<file path="src/sqm_ram.sv">
`timescale 1ns / 1ps
// ----------------------------------------------------------------------------
// sqm_ram
// Generic simple dual-port RAM, one write port, one registered read port.
// ----------------------------------------------------------------------------
module sqm_ram #(
    parameter int WIDTH = 8,
    parameter int DEPTH = 16
) (
    input  logic                     i_clk,
    input  logic                     i_we,
    input  logic [$clog2(DEPTH)-1:0] i_waddr,
    input  logic [WIDTH-1:0]         i_wdata,
    input  logic [$clog2(DEPTH)-1:0] i_raddr,
    output logic [WIDTH-1:0]         o_rdata
);

    logic [WIDTH-1:0] r_mem [DEPTH];

    always_ff @(posedge i_clk) begin
        if (i_we) begin
            r_mem[i_waddr] <= i_wdata;
        end
        o_rdata <= r_mem[i_raddr];
    end

endmodule
</file>
<file path="config.mk">
export PLATFORM = sky130hd
export DESIGN_NAME = sqm_ram
export DESIGN_NICKNAME = d
export VERILOG_FILES = /design/src/sqm_ram.sv
export SDC_FILE = /design/constraint.sdc
export NUM_CORES = 1
export LEC_CHECK = 0
export ABC_CLOCK_PERIOD_IN_PS = 5250
export BUFFER_PORTS_ARGS = -buffer_cell sky130_fd_sc_hd__buf_2
export CAP_MARGIN = 20
export CORE_MARGIN = 2
export CORE_UTILIZATION = 65
export DETAILED_ROUTE_END_ITERATION = 8
export GPL_TIMING_DRIVEN = 0
export PLACE_DENSITY = 0.84
export REMOVE_ABC_BUFFERS = 1
export SLEW_MARGIN = 0
export SYNTH_ARGS = -nofsm -noshare
export SYNTH_HDL_FRONTEND = slang
export SYNTH_SLANG_ARGS = --single-unit
</file>
<file path="constraint.sdc">
create_clock -name i_clk -period 5.25 [get_ports i_clk]
set_input_delay 1.05 -clock i_clk [delete_from_list [all_inputs] [get_ports i_clk]]
set_output_delay 1.05 -clock i_clk [all_outputs]
set_load 0.005 [all_outputs]
</file>
# ---- After elaboration in Yosys (flattened, before gate mapping)
# Memory sizes are Yosys's and may differ from the RTL's. A register that Yosys moved wholly into a read port is not among the register bits.
# Cells that the tools add are included.
dict set report word_totals {
  reg_bits 0
  latch_bits 0
  ramBits 128
  rom_bits 0
  memories 1
}
# memory depth word_bits rd rd_clocked_by_memory_dff wr line
set memory_table {}
lappend memory_table {r_mem 16 8 1 1 1 18} ;# logic [WIDTH-1:0] r_mem [DEPTH];
dict set report classes {
  n_addsub 0
  mul 0
  n_div 0
  magnitude_cmp 0
  eq_ne 0
  shift 0
  n_mux 2
  bitwise 0
  reduce_logical 0
}
# op count
set ops {}
lappend ops {{two-way mux 1 bit} 2}

# ---- Logic depth before layout (Yosys ltp)
# Gate-level depths: netlist of run 1.
dict set report logic_depth {
  word_depth 2
  ltp_mapped 5
  depth_no_buf 3
}

# ---- Worst setup path before layout of run 1
# OpenSTA, ideal clock, no wires.
dict set report synth_timing {
  path_kind {input port to flip-flop}
  from {input i_waddr[2]}
  to {memory r_mem[0][0], enable pin}
  setup_ps 383
  t_arrival_ps 2160
  required_ps 4867
  slack_ps 2707
  cell_stages 2
  cell_sequence {or3b_2 > nor3_1}
}
# element line
set synth_rtl {}
lappend synth_rtl {{from (decl)} 12} ;# input logic [$clog2(DEPTH)-1:0] i_waddr,
lappend synth_rtl {{to (decl)} 18}
# Straight into the memory's write port.

# ---- Final worst setup path of run 1
dict set report layout_timing {
  from {input i_waddr[2]}
  to {memory r_mem[0][7], enable pin}
}
# Straight into the memory's write port.

==> results of run 1 <==
[per-layer routing]
layer	global-route usage	part of all wire	routed length (um)	vias up
li1	-	-	-	1056
met1	0.338	0.38	3830	1257
met5	0	0	0	-
met2	0.403	0.52	5160	143
met3	0.102	0.084	839	12
met4	0.0993	0.013	127	0
[final cells by class]
class | instances | area share
Multi-Input combinational cell | 83 | 0.178
Clock inverter | 14 | 0.0294
Clock buffer | 18 | 0.0702
Tap cell | 102 | 0.0214
Timing Repair Buffer | 30 | 0.0290
Sequential cell | 136 | 0.672
[power groups by stage]
stage,clock (uW),sequential [uW],combinational [uW]
2_1_floorplan,0,1240,48.7
3_3_place_gp,0,1240,98.9
3_5_place_dp,0,1240,104
4_1_cts,1190,1220,106
5_1_grt,1240,1220,116
6_report,1170,1220,108
[sequential cells by signal, indices dropped and copies added (netlist names)]
register,flops
o_rdata,8
r_mem,128
[layout by cell type, fill, tap and decap left out, drive strengths merged]
cell type    n
clkbuf      18
and2         1
and2b        1
clkinvlp     6
nor2b        1
clkinv       3
edfxtp     128
nor3         4
nand2        9
inv          2
dfxtp        8
nand3        1
or3b         1
nor2        13
nand2b       2
mux4        32
buf         30
bufinv       3
a22oi       16
nand3b       2
[worst min-delay path, cell delays in order (launching register included)]
cell and delay [ns]:
sky130_fd_sc_hd__edfxtp_1 0.31, sky130_fd_sc_hd__mux4_2 0.22, sky130_fd_sc_hd__a22oi_1 0.06, sky130_fd_sc_hd__nand2_1 0.06
[per-stage QoR]
| step | cells | worst slack [ns] |
|---|---|---|
| after global routing | 383 | 2.75 |
| final | 383 | 2.86 |
| after floorplan | 219 | 2.71 |
| after detailed placement | 350 | 2.20 |
| after CTS | 382 | 2.70 |
| after global placement | 346 | 2.05 |
[final timing paths]
check                              start               endpoint  cells after the start
setup / recovery              i_waddr[2]  r_mem[0][7]$_DFFE_PP_                      4
hold / removal    r_mem[14][6]$_DFFE_PP_     o_rdata[6]$_DFF_P_                      3
setup reg to reg   r_mem[9][5]$_DFFE_PP_     o_rdata[5]$_DFF_P_                      3
hold reg to reg   r_mem[14][6]$_DFFE_PP_     o_rdata[6]$_DFF_P_                      3
[cell families after synthesis]
family / count (synthesis) / synth area share
AND/OR/NAND/NOR: 35 / 0.0318
flip-flops: 136 / 0.778
multiplexers: 32 / 0.150
AO/OA/AOI/OAI: 16 / 0.0233
buffers and inverters: 10 / 0.0168
==> qor.yml, run 1 <==
numPortBuffers: 25
initial_antenna_violation_count: 0
final_layout_size_suffix_gt1_frac: 0.285
power.share.clock: 0.469
holdCritPathClass: "reg -> reg"
route.antenna.remaining_nets: 0
path_cells: "buf_2 -> or3b_2 -> nor3_1 -> buf_4"
hold_buffers: 0
tritoncts: "yes"
count_of_buffer_and_inverter_cells_on_the_critical_path: 2
synthesis.yosys.warnings: 0
area_growth_syn_to_layout_pct: 15.7
final_core_utilization: 0.775
power.leakage_uw: 0.00199
postSynthCellCount: 229
ir_worst_vdd_mv: 0.286
viasPerCell: 6.44
worst-setup-path-type: "in -> reg"
routed-via-count: 2468
synthDominantCellAreaShare: 0.747
cap_violations: 0
power_switching_uw: 518
first_pass_grt_wire_length_mm: 15.0
endpoints_failing_setup: 0
outcome: "completed"
detail_route.first_pass.iterations: 4
share_seq_of_total_power: 0.488
layout.area.seq_sq_mm: 0.00400
post_place_cell_area_sq_mm: 0.00534
place.gp.congestion: 0.753
totalNegativeSetupSlack_ns: 0
mappedNetlistArea_sq_mm: 0.00515
cts_resized: 0
final_critical_delay_including_setup_and_external_delays_ns: 2.39
yosysMostFrequentCell: "sky130_fd_sc_hd__edfxtp_1"
maxClockFrequency_ghz: 0.418
syn_area_per_cell_sq_um: 22.5
post-route-drc-count: 0
yosys-top-cells-area: "sky130_fd_sc_hd__edfxtp_1, sky130_fd_sc_hd__mux4_2, sky130_fd_sc_hd__mux4_1"
ratio_of_total_power_to_cell_area_mw_per_mm2: 420
postSynth.asyncResetShare: 0
initial_utilization: 0.670
kind_of_end_point_of_the_critical_path: "flop"
via_count_of_the_first_global_routing_pass: 2540
fin_nets: 286
sw_frac_of_total: 0.207
grt.overflow.total: 0
synth_edf_count: 128
slew_viol_final: 0
fin_total_pwr_uw: 2500
die_width_um: 93.0
post-route-period-util: 0.456
core_area_sq_mm: 0.00769
synth-seq-area-share: 0.778
whs_ns: 0.673
hold_violation_total_from_the_final_report: 0
grt_setup_unrepaired: "false"
netlist.top_cell.by_area: "sky130_fd_sc_hd__edfxtp_1"
cp_data_required_time_ns: 5.48
setup.reg_to_reg.worst_slack_ns: 3.86
multi_input_area_sq_mm: 0.00106
detailedPlacementHpwl_mm: 5.83
yosys.cell_types.count: 19
synth_flop_cell: "sky130_fd_sc_hd__edfxtp_1"
dieHeight_um: 93.0
cpMaxStageDelayCell: "sky130_fd_sc_hd__nor3_1"
cts_sinks: 136
core.rowCount: 32
synth_commonest_cells: "sky130_fd_sc_hd__edfxtp_1, sky130_fd_sc_hd__mux4_2, sky130_fd_sc_hd__a22oi_1"
path_clk_slew_ns: 0.06
drtIter0Drc: 200
cp_data_arrival_time_ns: 2.62
worst_skew_ns: 0.00629
overall_global_routing_resource_usage: 0.259
htreeDepth: 4
post_cts.repair.setup_buffers: 0
cts_root_buffer: "sky130_fd_sc_hd__clkbuf_8"
cts_buffers: 17
critical_path.top_delay_family: "simple AND/OR/NAND/NOR gates"
fillers: 436
diodes_inserted: 0
drt-wirelength-per-cell_um: 26.0
wirelength_mm: 9.96
fin_area_sq_mm: 0.00595
critical_path.startpoint_type: "primary input"
max_fanout_on_critical_path: 5
grt_start_max_net_pins: 33
fp.dieArea_sq_mm: 0.00865
count_of_state_elements_after_synthesis: 136
io_pins: 26
clk_latency_ns: 0.52
worst_margin_pin_slew_ns: 0.991
timing.slew.headroom: 0.337
critical-path-max-stage-delay_ns: 0.64
clockBufferDepth: 2
comb_power_share: 0.043
internal_power_uw: 1980
No activity file was read; power rests on OpenSTA's default activity.
==> run 2: changes to the inputs <==
- ABC_CLOCK_PERIOD_IN_PS: 5250 -> 1900
- CORE_UTILIZATION: 65 -> 54
- PLACE_DENSITY: 0.84 -> 0.74
- clock period: 5.25 -> 1.9 ns (I/O delays scaled with it)
==> qor.yml, run 2 (same netlist as run 1, synthesis figures left out) <==
clockBufferDepth: 2  # unchanged
max_fanout_on_critical_path: 5  # unchanged
comb_power_share: 0.040  # -0.003
detail_route.first_pass.iterations: 4  # unchanged
sw_frac_of_total: 0.187  # -0.0198
grt.overflow.total: 0  # unchanged
cts_buffers: 17  # unchanged
place.gp.congestion: 0.703  # -6.7%
worst-setup-path-type: "in -> reg"
worst_skew_ns: 0.00464  # -0.00165 ns
share_seq_of_total_power: 0.468  # -0.020
cts_root_buffer: "sky130_fd_sc_hd__clkbuf_8"
initial_utilization: 0.557  # -0.113
top_layer_used: "met4"
cp_data_required_time_ns: 2.12  # -3.36 ns
diodes_inserted: 0  # unchanged
detailedPlacementHpwl_mm: 5.48  # -6.0%
ir_worst_vdd_mv: 0.631  # +120%
post_place_cell_area_sq_mm: 0.00538  # +0.63%
largestRegisters: "r_mem x128, o_rdata x8"
hold_violation_total_from_the_final_report: 0  # unchanged
power.leakage_uw: 0.00202  # +1.2%
path_cells: "buf_2 -> or3b_2 -> nor3_1 -> buf_4"
most-common-layout-cells: "sky130_fd_sc_hd__edfxtp_1, sky130_fd_sc_hd__buf_2, sky130_fd_sc_hd__mux4_2"
met1Wirelength_mm: 4.00  # +4.3%
final_critical_delay_including_setup_and_external_delays_ns: 1.62
wirelength_mm: 9.16  # -8.0%
grt_setup_unrepaired: "false"
internal_power_uw: 5860  # +200%
clk_latency_ns: 0.51  # about the same
worst_margin_pin_slew_ns: 0.942  # -0.0488 ns
cts_sinks: 136  # unchanged
io_pins: 26  # unchanged
fin_nets: 284  # -0.70%
post-route-period-util: 0.851
layout_commonest_cell: "sky130_fd_sc_hd__edfxtp_1"
wl_met2_mm: 4.59  # -11%
post_cts.repair.setup_buffers: 0  # unchanged
tritoncts: "yes"
htreeDepth: 4  # unchanged
routed-via-count: 2383  # -3.4%
via_count_of_the_first_global_routing_pass: 2432  # -4.3%
hold_buffers: 0  # unchanged
fillers: 609  # +40%
viasPerCell: 5.84  # -9.4%
final_layout_size_suffix_gt1_frac: 0.276  # -0.00871
wl_met3_um: 523  # -38%
maxClockFrequency_ghz: 0.618
timing.slew.headroom: 0.370  # +0.0327
cap_violations: 0  # unchanged
area_growth_syn_to_layout_pct: 17.0
total_placed_cells_including_tap_cells: 376  # +7.4%
power.share.clock: 0.492  # +0.023
post-route-drc-count: 0  # unchanged
max_flop_register: "r_mem"
first_pass_grt_wire_length_mm: 13.9  # -7.1%
die_width_um: 102  # +9.3%
count_of_buffer_and_inverter_cells_on_the_critical_path: 2  # unchanged
drt-wirelength-per-cell_um: 22.4  # -14%
holdCritPathClass: "in -> reg"
fin_area_sq_mm: 0.00602  # +1.2%
power_switching_uw: 1350  # +160%
endpoints_failing_setup: 0  # unchanged
path_clk_slew_ns: 0.06  # about the same
critical-path-max-stage-delay_ns: 0.54  # -0.10 ns
kind_of_end_point_of_the_critical_path: "flop"
outcome: "completed"
cpMaxStageDelayCell: "sky130_fd_sc_hd__nor3_1"
fp.dieArea_sq_mm: 0.0103  # +19%
initial_antenna_violation_count: 0  # unchanged
slew_viol_final: 0  # unchanged
cp_data_arrival_time_ns: 1.83  # -0.79 ns
numPortBuffers: 25  # unchanged
drtIter0Drc: 159  # -21%
critical_path.top_delay_family: "simple AND/OR/NAND/NOR gates"
overall_global_routing_resource_usage: 0.198  # -0.0611
route.antenna.remaining_nets: 0  # unchanged
critical_path.startpoint_type: "primary input"
instances_no_fill: 408  # +6.5%
largest_register_ff_count: 128  # unchanged
core.rowCount: 35  # +9.4%
ratio_of_total_power_to_cell_area_mw_per_mm2: 1200  # +180%
core_area_sq_mm: 0.00924  # +20%
dieHeight_um: 102  # +9.3%
grt_start_max_net_pins: 33  # unchanged
-- run 2: changes by cell type in the layout (fill, tap and decap cells not counted), sizes merged --
cell,before,now
bufinv,3,6
clkinvlp,6,3
buf,30,28
clkinv,3,5
inv,2,0
-- run 2: layer usage --
| metal | GRT usage | up-vias |
|---|---|---|
| met5 | 0 | - |
| met4 | 0.0696 | 0 |
| met3 | 0.0587 | 4 |
| met2 | 0.304 | 88 |
| met1 | 0.276 | 1241 |
| li1 | - | 1050 |
-- run 2: metrics by stage --
step	total power [uW]	TNS, ns	setup slack (ns)	utilization	hold WS [ns]
3_3_place_gp	3710	-20.04	-0.629	0.579	0.649
3_5_place_dp	3720	-8.51	-0.560	0.582	0.655
4_1_cts	7250	0	0.314	0.652	0.235
5_1_grt	7420	0	0.253	0.652	0.239
2_1_floorplan	3570	0	0.0271	-	0.479
6_report	7200	0	0.282	0.652	0.251
-- run 2: power groups by stage --
| stage | Combinational (uW) | Clock (uW) | Sequential (uW) |
|---|---|---|---|
| 2_1_floorplan | 134 | 0 | 3430 |
| 3_3_place_gp | 281 | 0 | 3430 |
| 3_5_place_dp | 291 | 0 | 3430 |
| 4_1_cts | 294 | 3590 | 3370 |
| 5_1_grt | 316 | 3720 | 3380 |
| 6_report | 289 | 3540 | 3370 |
-- run 2: final cells by class --
cell class	count	area, sq um	share of cell area
timing repair buffer	28	150	0.0249
clock buffer	18	418	0.0694
tap	129	161	0.0268
sequential	136	4000	0.665
clock inverter	14	229	0.0380
multi-input combinational	83	1060	0.176
-- run 2: timing repair --
item                                    CTS  global route
resized for setup                         1             0
endpoints found under the setup margin    1             0
endpoints found under the hold margin     0             0
-- run 2: path summary, 6_finish.rpt --
path | from | end | slack [ns] | cells after the start
worst min register to register | r_mem[12][6]$_DFFE_PP_ | o_rdata[6]$_DFF_P_ | 0.67 | 3
worst max-delay path | i_waddr[2] | r_mem[0][7]$_DFFE_PP_ | 0.28 | 4
worst max register to register | r_mem[9][2]$_DFFE_PP_ | o_rdata[2]$_DFF_P_ | 0.49 | 3
worst min-delay path | i_wdata[0] | r_mem[10][0]$_DFFE_PP_ | 0.25 | 1
